`src/hdl/rdcw_ram.sv`:
```
`default_nettype none

module rdcw_ram #(
    parameter int unsigned ADDR_BITS = 8,
    parameter int unsigned DATA_BITS = 8
) (
    input  wire logic                 aclk,
    input  wire logic                 we,
    input  wire logic [ADDR_BITS-1:0] waddr,
    input  wire logic [DATA_BITS-1:0] wdata,
    input  wire logic [ADDR_BITS-1:0] raddr,
    output logic      [DATA_BITS-1:0] rdata
);

    logic [DATA_BITS-1:0] mem [2**ADDR_BITS];

    always_ff @(posedge aclk) begin
        if (we) begin
            mem[waddr] <= wdata;
        end
    end

    always_ff @(posedge aclk) begin
        rdata <= mem[raddr];
    end

endmodule

`default_nettype wire

```
`config.mk`:
```
export PLATFORM = sky130hd
export DESIGN_NAME = rdcw_ram
export DESIGN_NICKNAME = d
export VERILOG_FILES = /design/src/hdl/rdcw_ram.sv
export SDC_FILE = /design/constraint.sdc
export NUM_CORES = 2
export LEC_CHECK = 0
export ABC_AREA = 1
export BUFFER_PORTS_ARGS = -buffer_cell sky130_fd_sc_hd__buf_4
export CORE_ASPECT_RATIO = 2
export CORE_MARGIN = 2
export CORE_UTILIZATION = 25
export DETAILED_ROUTE_END_ITERATION = 8
export PLACE_DENSITY_LB_ADDON = 0.2
export SETUP_SLACK_MARGIN = 0.02
export SYNTH_ARGS = -nofsm -noshare
export SYNTH_HDL_FRONTEND = slang
export SYNTH_SLANG_ARGS = --single-unit
```
`constraint.sdc`:
```
create_clock -name aclk -period 3.04 [get_ports aclk]
set_input_delay 0.304 -clock aclk [delete_from_list [all_inputs] [get_ports aclk]]
set_output_delay 0.304 -clock aclk [all_outputs]
set_load 0.01 [all_outputs]
```
==> results.yml <==
detailed_routing:
  drc_errors: 0
  wirelength_mm: 289
  antenna_left: 0
  avgViaCountPerCell: 4.63
  drt_iter0_markers: 4015
  wl_per_cell_um: 24.6
  via_count: 54400
  drtPass1Iterations: 6
floorplanning:
  start_util_pct: 25.0
  fp.dieW_um: 412
  core_mm2: 0.333
  dieArea_mm2: 0.339
  die_h_um: 821
  io_pins: 34
  rows: 300
finish:
  fillCellCount: 33900
  area_delta_synth_final_pct: 16.8
  layout.nets: 7250
  utilization_pct: 29.3
  drive_gt1_share_pct: 10.5
worst_setup_path:
  r2r_cells: 10
  crit_type: "input port to flip-flop"
  cp.required_ns: 3.78
  cp_max_fo: 58
  crit_path_start_kind: "input port"
  rr_startpoint: "mem[127][6]"
  critPathCaptureType: "flip-flop"
  regToRegEndpoint: "rdata[6]"
  critical_path_arrival_ns: 2.99
  r2r_slack_ns: 0.85
logic_synthesis:
  synth_xor_area_share_pct: 0
  avgSynthCellArea_um2: 11.9
  syn_area_mm2: 0.0834
  ys_seq_area_share_pct: 73.9
  synth_cell_types: 14
  synth_top_family_by_area: "simple AND/OR/NAND/NOR gates"
  ys_warn_count: 0
  yosys.area_share.simple_pct: 22.9
  ys_ff_latch: 2056
  synth_adder_area_share_pct: 0
  synth.net_count: 7029
  synth_compound_area_share_pct: 0
  synth_cells: 7003
  synth_mux_area_share_pct: 0
power_and_ir_drop:
  pwr-share-seq_pct: 52.9
  ir_drop_mv: 0.453
  sw_frac_of_total_pct: 23.4
  p_clk_share_pct: 40.2
  pwr-share-comb_pct: 7.0
  p_leak_nw: 33.4
  p_per_area_mw_per_mm2: 607
  internal-power_w: 0.0453
  power.switching_w: 0.0139
clocking:
  cts_tree: "done"
  clk_latency_ns: 0.87
  htreeDepth: 4
  cts_setup_buffers: 0
  root_buffer: "clkbuf_16"
  clk_path_buf_depth: 4
  clkTransAtPathRegs_ns: 0.07
  cts_buffers: 182
  cts_num_sinks: 2056
  cts_resized: 0
sta:
  final.min_clock_period_ns: 2.25
  rsz0062_at_grt: "no"
  setup_viol: 0
  finClkSkew_ns: 0.0515
  fmax_mhz: 445
  final_max_slew_viol_count: 0
  final-hold-violation-count: 0
  relSlewSlack_pct: 13.8
  worst_slew_pin_slew_ns: 1.28
  finalCritPeriodShare_pct: 74.0
  fin_ws_ns: 0.792
worst_hold_path:
  holdCritStartpoint: "raddr[6]"
  min_delay_path_depth: 5
  hold_path.class: "input port to flip-flop"
  holdPathEnd: "rdata[3]"
global_route:
  overflow: 0
  grt_pass1_vias: 55100
  antenna_found_initial: 14
  grt_pass1_wl_mm: 411
  grt_max_degree: 142
  grt_use_total_pct: 16.8
placement:
  io_buffers: 33
  hpwl_mm: 186
  pre_cts_ws_ns: -0.0364
  gp_congestion: 0.827
run_status:
  status: "finished, final reports clean"
run:
  cap_viol_max_count: 0
-- repair_timing --
item / CTS / global route
endpoints found under the hold margin: 195 / 0
hold buffers: 9 / 0
setup endpoints to repair: 0 / 0
-- cells by family (layout without fill, tap and decap cells) --
group,after synthesis,count (layout)
other,0,9
flip-flops,2056,2056
AND/OR/NAND/NOR,4425,4425
buffers and inverters,522,881
-- layout make-up --
class	instances	area, µm²	share of cell area (%)
flip-flops and latches	2056	61700	63.3
multi-input cells	4425	19200	19.7
well taps	4379	5480	5.62
repair buffers	520	5100	5.24
clock buffers	228	4890	5.01
clock inverters	94	938	0.963
inverters	39	184	0.189
diodes	9	22.5	0.0231
-- routing by layer --
metal,share of wire [%],vias to the layer above,global-route usage [%]
met5,0.0090,-,0
met4,5.3,4,8.38
met3,3.2,416,1.51
met2,55,1258,32.6
met1,36,27400,17.8
li1,-,25200,-
-- power groups by stage --
stage	logic (W)	clock network [W]	registers, W
6_report	0.00413	0.0237	0.0313
5_1_grt	0.00444	0.0251	0.0312
4_1_cts	0.00423	0.0243	0.0313
3_5_place_dp	0.00421	0	0.0319
3_3_place_gp	0.00421	0	0.0319
2_1_floorplan	0.00193	0	0.0319
-- critical path, cell delays in order --
cell,delay (ns)
buf_8,0.26
inv_16,0.19
buf_12,0.25
buf_4,0.19
nand2_1,0.06
nand3_1,0.13
nand3_1,0.19
nand3_1,0.10
nand3_1,0.19
nand3_1,0.43
nand3_1,0.36
nand2_1,0.09
nand2_1,0.07
nand2_1,0.06
-- cell usage in the layout (no fill, tap or decap) --
cell | Yosys | routed
clkbuf_16 | 0 | 189
inv_8 | 0 | 2
dfxtp_1 | 8 | 8
nand2_1 | 2123 | 2113
clkinv_1 | 0 | 41
clkinv_2 | 0 | 25
nand3_1 | 2019 | 2019
buf_4 | 46 | 412
inv_1 | 36 | 33
clkbuf_8 | 0 | 1
buf_6 | 16 | 1
clkinvlp_4 | 0 | 5
edfxtp_1 | 2048 | 2048
buf_12 | 0 | 87
clkinv_8 | 0 | 1
clkbuf_1 | 112 | 38
nor2_1 | 283 | 283
inv_16 | 0 | 1
clkinv_4 | 0 | 2
bufinv_16 | 0 | 19
inv_6 | 0 | 4
dlygate4sd3_1 | 0 | 9
diode_2 | 0 | 9
buf_8 | 1 | 11
nand2_2 | 0 | 10
-- Yosys cell counts --
master	instances	area share (%)
buf_1	40	0.18
buf_2	268	1.6
buf_4	46	0.41
buf_6	16	0.22
buf_8	1	0.018
clkbuf_1	112	0.50
dfxtp_1	8	0.19
edfxtp_1	2048	74
inv_1	36	0.16
inv_2	2	0.0090
inv_4	1	0.0075
nand2_1	2123	9.6
nand3_1	2019	12
nor2_1	283	1.3
-- how the worst max path moves through the flow --
stage	end	slack, ns	depth (start not counted)	from
after floorplan	mem[162][0]	1.24	4	we
after global placement	rdata[4]	-0.05	14	raddr[0]
after detailed placement	rdata[1]	-0.04	14	raddr[0]
after CTS	rdata[0]	0.84	1	rdata[0]
after global routing	rdata[1]	0.81	14	raddr[0]
final	rdata[6]	0.79	14	raddr[0]
-- flip-flops by register name, summed over array words and instances (netlist names) --
name / flops
rdata: 8
mem: 2048
-- stage by stage --
stage / TNS [ns] / total power (W) / instance area [µm²] / instances / hold WS, ns
floorplan: 0 / 0.0338 / 83400 / 7003 / 0.403
global placement: -0.107 / 0.0361 / 91500 / 11400 / 0.682
detailed placement: -0.0715 / 0.0361 / 91500 / 11400 / 0.680
CTS: 0 / 0.0598 / 97400 / 11700 / 0.0971
global route: 0 / 0.0608 / 97400 / 11700 / 0.143
finish: 0 / 0.0591 / 97400 / 11800 / 0.144
No activity file was read; power rests on OpenSTA's default activity.
