[src/hdl/rdcw_pkg.sv]
`default_nettype none

package rdcw_pkg;

    localparam int unsigned MAX_ELEMENTS = 16384;
    localparam int unsigned VALUE_BITS   = 16;
    localparam int unsigned POS_W        = 15;
    localparam int unsigned VAL_IN_W     = 16;
    localparam int unsigned CNT_W        = 15;
    localparam int unsigned IDX_BITS     = $clog2(MAX_ELEMENTS);

    typedef enum logic {
        OP_LOAD  = 1'b0,
        OP_QUERY = 1'b1
    } opcode_t;

    typedef enum logic [2:0] {
        ST_CLEAR,
        ST_IDLE,
        ST_PICK,
        ST_ELEM,
        ST_CNT
    } state_t;

    typedef struct packed {
        opcode_t             opcode;
        logic [POS_W-1:0]    position;
        logic [VAL_IN_W-1:0] element_value;
        logic [POS_W-1:0]    range_left;
        logic [POS_W-1:0]    range_right;
    } item_t;

    typedef struct packed {
        logic             valid;
        logic [CNT_W-1:0] count;
        logic             error;
    } result_t;

endpackage

`default_nettype wire

[src/hdl/rdcw_ctrl.sv]
`default_nettype none

module rdcw_ctrl
    import rdcw_pkg::*;
(
    input  wire logic                  aclk,
    input  wire logic                  aresetn,
    input  wire logic                  item_valid,
    input  wire item_t                 item,
    output logic                       item_ready,
    input  wire logic                  out_free,
    output result_t                    res,
    output logic                       elem_we,
    output logic      [IDX_BITS-1:0]   elem_waddr,
    output logic      [VALUE_BITS-1:0] elem_wdata,
    output logic      [IDX_BITS-1:0]   elem_raddr,
    input  wire logic [VALUE_BITS-1:0] elem_rdata,
    output logic                       cnt_we,
    output logic      [VALUE_BITS-1:0] cnt_waddr,
    output logic      [CNT_W-1:0]      cnt_wdata,
    output logic      [VALUE_BITS-1:0] cnt_raddr,
    input  wire logic [CNT_W-1:0]      cnt_rdata
);

    function automatic logic [IDX_BITS-1:0] pos_to_idx(input logic [POS_W-1:0] p);
        logic [POS_W-1:0] pm;
        pm = p - POS_W'(1);
        return IDX_BITS'(pm);
    endfunction

    state_t                state_reg, state_next;
    opcode_t               op_reg, op_next;
    logic [POS_W-1:0]      pos_reg, pos_next;
    logic [VALUE_BITS-1:0] val_reg, val_next;
    logic [POS_W-1:0]      ql_reg, ql_next;
    logic [POS_W-1:0]      qr_reg, qr_next;
    logic                  err_reg, err_next;
    logic [POS_W-1:0]      wl_reg, wl_next;
    logic [POS_W-1:0]      wr_reg, wr_next;
    logic [CNT_W-1:0]      distinct_reg, distinct_next;
    logic [VALUE_BITS-1:0] clr_reg, clr_next;
    logic                  enter_reg, enter_next;
    logic [VALUE_BITS-1:0] caddr_reg, caddr_next;
    logic [POS_W-1:0]      step_pos;
    logic                  pos_ok;

    assign pos_ok = (pos_reg != '0) && (32'(pos_reg) <= MAX_ELEMENTS);

    always_ff @(posedge aclk) begin
        if (!aresetn) begin
            state_reg    <= ST_CLEAR;
            clr_reg      <= '0;
            wl_reg       <= POS_W'(1);
            wr_reg       <= '0;
            distinct_reg <= '0;
        end else begin
            state_reg    <= state_next;
            clr_reg      <= clr_next;
            wl_reg       <= wl_next;
            wr_reg       <= wr_next;
            distinct_reg <= distinct_next;
        end
    end

    always_ff @(posedge aclk) begin
        op_reg    <= op_next;
        pos_reg   <= pos_next;
        val_reg   <= val_next;
        ql_reg    <= ql_next;
        qr_reg    <= qr_next;
        err_reg   <= err_next;
        enter_reg <= enter_next;
        caddr_reg <= caddr_next;
    end

    always_comb begin
        state_next    = state_reg;
        op_next       = op_reg;
        pos_next      = pos_reg;
        val_next      = val_reg;
        ql_next       = ql_reg;
        qr_next       = qr_reg;
        err_next      = err_reg;
        wl_next       = wl_reg;
        wr_next       = wr_reg;
        distinct_next = distinct_reg;
        clr_next      = clr_reg;
        enter_next    = enter_reg;
        caddr_next    = caddr_reg;
        step_pos      = wl_reg;
        item_ready    = 1'b0;
        res           = '0;
        elem_we       = 1'b0;
        elem_waddr    = pos_to_idx(pos_reg);
        elem_wdata    = val_reg;
        cnt_we        = 1'b0;
        cnt_waddr     = caddr_reg;
        cnt_wdata     = '0;
        cnt_raddr     = caddr_reg;

        unique case (state_reg)
            ST_CLEAR: begin
                cnt_we    = 1'b1;
                cnt_waddr = clr_reg;
                clr_next  = clr_reg + VALUE_BITS'(1);
                if (clr_reg == '1) begin
                    state_next = ST_IDLE;
                end
            end
            ST_IDLE: begin
                item_ready = 1'b1;
                if (item_valid) begin
                    op_next    = item.opcode;
                    pos_next   = item.position;
                    val_next   = VALUE_BITS'(item.element_value);
                    ql_next    = item.range_left;
                    qr_next    = item.range_right;
                    err_next   = (item.range_left == '0)
                              || (item.range_left > item.range_right)
                              || (32'(item.range_right) > MAX_ELEMENTS);
                    state_next = ST_PICK;
                end
            end
            ST_PICK: begin
                if (op_reg == OP_QUERY) begin
                    priority if (err_reg) begin
                        if (out_free) begin
                            res        = '{valid: 1'b1, count: '0, error: 1'b1};
                            state_next = ST_IDLE;
                        end
                    end else if (wl_reg > ql_reg) begin
                        step_pos   = wl_reg - POS_W'(1);
                        wl_next    = step_pos;
                        enter_next = 1'b1;
                        state_next = ST_ELEM;
                    end else if (wr_reg < qr_reg) begin
                        step_pos   = wr_reg + POS_W'(1);
                        wr_next    = step_pos;
                        enter_next = 1'b1;
                        state_next = ST_ELEM;
                    end else if (wl_reg < ql_reg) begin
                        step_pos   = wl_reg;
                        wl_next    = wl_reg + POS_W'(1);
                        enter_next = 1'b0;
                        state_next = ST_ELEM;
                    end else if (wr_reg > qr_reg) begin
                        step_pos   = wr_reg;
                        wr_next    = wr_reg - POS_W'(1);
                        enter_next = 1'b0;
                        state_next = ST_ELEM;
                    end else begin
                        if (out_free) begin
                            res = '{valid: 1'b1, count: distinct_reg, error: 1'b0};
                            state_next = ST_IDLE;
                        end
                    end
                end else begin
                    // drain the window before the write
                    if (wl_reg <= wr_reg) begin
                        step_pos   = wl_reg;
                        wl_next    = wl_reg + POS_W'(1);
                        enter_next = 1'b0;
                        state_next = ST_ELEM;
                    end else begin
                        elem_we       = pos_ok;
                        wl_next       = POS_W'(1);
                        wr_next       = '0;
                        distinct_next = '0;
                        state_next    = ST_IDLE;
                    end
                end
            end
            ST_ELEM: begin
                cnt_raddr  = elem_rdata;
                caddr_next = elem_rdata;
                state_next = ST_CNT;
            end
            ST_CNT: begin
                cnt_we = 1'b1;
                if (enter_reg) begin
                    cnt_wdata = cnt_rdata + CNT_W'(1);
                    if (cnt_rdata == '0) begin
                        distinct_next = distinct_reg + CNT_W'(1);
                    end
                end else begin
                    cnt_wdata = cnt_rdata - CNT_W'(1);
                    if (cnt_rdata == CNT_W'(1)) begin
                        distinct_next = distinct_reg - CNT_W'(1);
                    end
                end
                state_next = ST_PICK;
            end
            default: begin
                state_next = ST_IDLE;
            end
        endcase
    end

    assign elem_raddr = pos_to_idx(step_pos);

endmodule

`default_nettype wire

[config.mk]
export PLATFORM = sky130hd
export DESIGN_NAME = rdcw_ctrl
export DESIGN_NICKNAME = d
export VERILOG_FILES = /design/src/hdl/rdcw_pkg.sv /design/src/hdl/rdcw_ctrl.sv
export SDC_FILE = /design/constraint.sdc
export NUM_CORES = 1
export LEC_CHECK = 0
export BUFFER_PORTS_ARGS = -buffer_cell sky130_fd_sc_hd__buf_2
export CAP_MARGIN = 0
export CELL_PAD_IN_SITES_DETAIL_PLACEMENT = 0
export CELL_PAD_IN_SITES_GLOBAL_PLACEMENT = 1
export CORE_ASPECT_RATIO = 1.25
export CORE_MARGIN = 2
export CORE_UTILIZATION = 40
export CTS_BUF_LIST = sky130_fd_sc_hd__clkbuf_4 sky130_fd_sc_hd__clkbuf_8 sky130_fd_sc_hd__clkbuf_16
export CTS_CLUSTER_DIAMETER = 30
export DETAILED_ROUTE_END_ITERATION = 12
export PLACE_DENSITY = 0.85
export SYNTH_ARGS = -nofsm -noshare
export SYNTH_HDL_FRONTEND = slang
export SYNTH_SLANG_ARGS = --single-unit
[constraint.sdc]
create_clock -name aclk -period 5.07 [get_ports aclk]
set_clock_uncertainty 0.05 [all_clocks]
set_input_delay 0.507 -clock aclk [delete_from_list [all_inputs] [get_ports aclk]]
set_output_delay 0.507 -clock aclk [all_outputs]
set_load 0.01 [all_outputs]
==> flow_summary.toml <==
[critical_path]
required_ns = 4.51
crit_type = "flop to output port"
worstPathArrival_ns = 4.26
crit_path_end_kind = "output port"
worst-path-buf-inv = 2
crit_fanout = 23
cpLargestDelayFamily = "simple AND/OR/NAND/NOR gates"
startpoint_type = "flop"
crit_slowest_cell = "nor2_2"
cp_cell_sequence = "ha_1, a211oi_1, nor2_1, o31a_2, nor2_2, buf_4, a211o_1, a31oi_1, o22ai_1, and3_1, and4bb_1, xor2_1, buf_2"
critPathMaxStageDelay_ns = 0.75

[clock_tree]
htree_levels = 4
ctsResizeCount = 0
path_clk_slew_ns = 0.07
cts_post_setup_buffers_inserted = 0
root_buffer = "clkbuf_16"
cts.sinks = 144
hold_buffers = 0
clockBufferDepth = 2
clk_latency_ns = 0.43
numCtsBuffers = 17
cts_tree = "yes"

[global_routing]
grt_util_met2_pct = 39.74
grt.overflow.total = 0
grt_use_met1_pct = 27.37
met3_usage_pct = 3.522
grt_first_pass_wirelength_mm = 50.35
antenna_found_initial = 0
grt_max_degree = 42
grt_pass1_vias = 9746
track_usage_pct = 22.90
busiest_layer = "met2"

[detailed_routing]
drc = 0
routedWlPerCell_um = 17.89
via_per_inst = 5.683
ant_nets = 0
wl_mm = 31.65
drtIter0Drc = 835
vias = 10050
drtPass1Iterations = 5

[sta]
post-route-period-util_pct = 95.05
max_slew_margin_pct = 34.57
rsz0062_at_grt = "false"
finalHoldViolCount = 0
min_period_ns = 4.819
fmax_ghz = 0.2075
tightest_slew_ns = 0.9804
setup_viol = 0
drv_slew = 0
finalSetupTns_ns = 0

[yosys]
synth_warnings = 0
synth_cells = 1217
synth-main-ff-cell = "dfxtp_1"
ys_ff_latch = 144
synth_area_per_cell_um2 = 8.645
ys_async_sr_fraction_pct = 0
yosysSeqAreaShare_pct = 33.49
syn_nets = 1399
synth_edf_count = 64
synth_area_mm2 = 0.01052
synth_area_leader_cell = "edfxtp_1"
netlist.area_leader.share_pct = 18.27
netlist-cell-type-count = 92
post_synth_main_area_contributors = "edfxtp_1 (18%), dfxtp_1 (15%), ha_1 (10%), a21oi_1 (4.3%), mux2_2 (3.5%)"

[cells_and_area]
drive_gt1_share_pct = 23.79
multi_input_area_mm2 = 0.006436
area_growth_pct = 19.10
antenna_cells = 0
num-fill-cells = 2566
layout_common_cells = "buf_2 (207), nor2_1 (95), nand2_1 (90), a21oi_1 (90), inv_1 (85)"
regArea_mm2 = 0.003523
nets = 1598
final_common_cell = "buf_2"

[die]
initial_core_util_pct = 40.58
io_pins = 208
rows = 66
die_w_um = 149.1
die-area_mm2 = 0.02762
coreArea_mm2 = 0.02593
die_h_um = 185.3

[pwr]
intPower_w = 0.001979
clkPwrFrac_pct = 47.1
pwr-share-seq_pct = 47.2
finalPower_w = 0.002607
power.switching_w = 0.0006276
powerDensity_mw_per_mm2 = 208.1
peakVddDrop_uv = 221.2
p_sw_share_pct = 24.07
combPwrFrac_pct = 5.7
p_leak_nw = 5.379

[outcome]
outcome = "finished, final reports clean"

[place]
routabilityCongestion = 0.9962
portBuffers = 207
hpwlAfterDp_mm = 24.31

[job]
drv_cap = 0

[min_path]
hp-class = "primary input to flop"
==> metrics by stage <==
stage / utilization, % / std cells / worst slack (ns) / hold WS [ns] / cell area (um^2)
floorplan: - / 1217 / 1.566 / 0.3946 / 10520
finish: 48.33 / 1769 / 0.2508 / 0.2012 / 12530
global placement: 46.11 / 1737 / 0.8035 / 0.4091 / 11960
detailed placement: 46.11 / 1737 / 0.7469 / 0.4104 / 11960
CTS: 48.27 / 1769 / 0.2495 / 0.1792 / 12520
global route: 48.33 / 1769 / 0.06600 / 0.1836 / 12530
==> routing by layer <==
metal  up-vias  part of all wire, %
li1       4862                    -
met1      4706                   40
met2       390                   50
met3        96                  6.2
met4         0                  4.3
met5         -                    0
==> cells by family (layout without fill, tap and decap cells) <==
kind of cell | Yosys count | in the layout | share of synthesized area (%)
AOI/OAI and AO/OA | 288 | 288 | 18.24
xor gates and xnor gates | 66 | 66 | 5.494
buffers and inverters | 143 | 355 | 5.530
adders and majority gates | 85 | 85 | 10.18
muxes | 36 | 36 | 3.817
and+or+nand+nor | 455 | 455 | 23.25
DFF | 144 | 144 | 33.49
==> worst register-to-register path, delay by kind of cell, from the launching register on <==
kind / cells / cell delay [ns]
fa+ha+maj: 1 / 0.38
buf+inv: 1 / 0.27
flops: 1 / 0.71
compound gates: 7 / 2.19
simple gates: 1 / 0.19
==> power by group through the flow <==
stage	sequential [W]	clock, W	combinational [W]
floorplan	0.00125	0	0.0000712
global placement	0.00125	0	0.000146
detailed placement	0.00126	0	0.000149
CTS	0.00123	0.00125	0.000150
global route	0.00123	0.00130	0.000166
finish	0.00123	0.00123	0.000149
==> cell usage after synthesis, types with 4 or more instances <==
cell type / instances
a22oi_1: 4
xnor2_1: 36
nand4_1: 31
edfxtp_1: 64
buf_2: 15
and4_1: 5
and3_1: 26
dfxtp_1: 80
nor4_1: 20
o21a_1: 29
nand2_1: 90
mux2_2: 33
nand3_1: 39
buf_1: 4
a21oi_1: 90
a31oi_1: 20
a32o_1: 7
o21ai_0: 48
inv_1: 85
xor2_1: 30
or4_1: 15
or3_1: 17
o21ai_1: 6
nor3b_1: 8
ha_1: 84
a211oi_1: 9
nor2b_1: 12
o211ai_1: 8
and2_1: 20
clkbuf_1: 33
nor2_1: 95
a21o_1: 13
nor3_1: 48
o22ai_1: 4
nand3b_1: 5
==> area by class of cell <==
cell class	instances	share of cell area [%]
repair buffers	237	10.06
inverters	86	2.576
well taps	340	3.395
clock inverters	14	1.028
multi-input cells	930	51.36
flip-flops and latches	144	28.12
clock buffers	18	3.455
==> final timing paths <==
check | start | to | slack, ns | cells past startpoint
worst max-delay path | wr_reg[4] | elem_raddr[13] | 0.25 | 13
worst max register to register | wl_reg[12] | wl_reg[2] | 1.16 | 10
worst min register to register | distinct_reg[10] | distinct_reg[10] | 0.42 | 2
worst min-delay path | item[31] | elem_wdata[1] | 0.20 | 1
(Power assumes the default switching activity.)
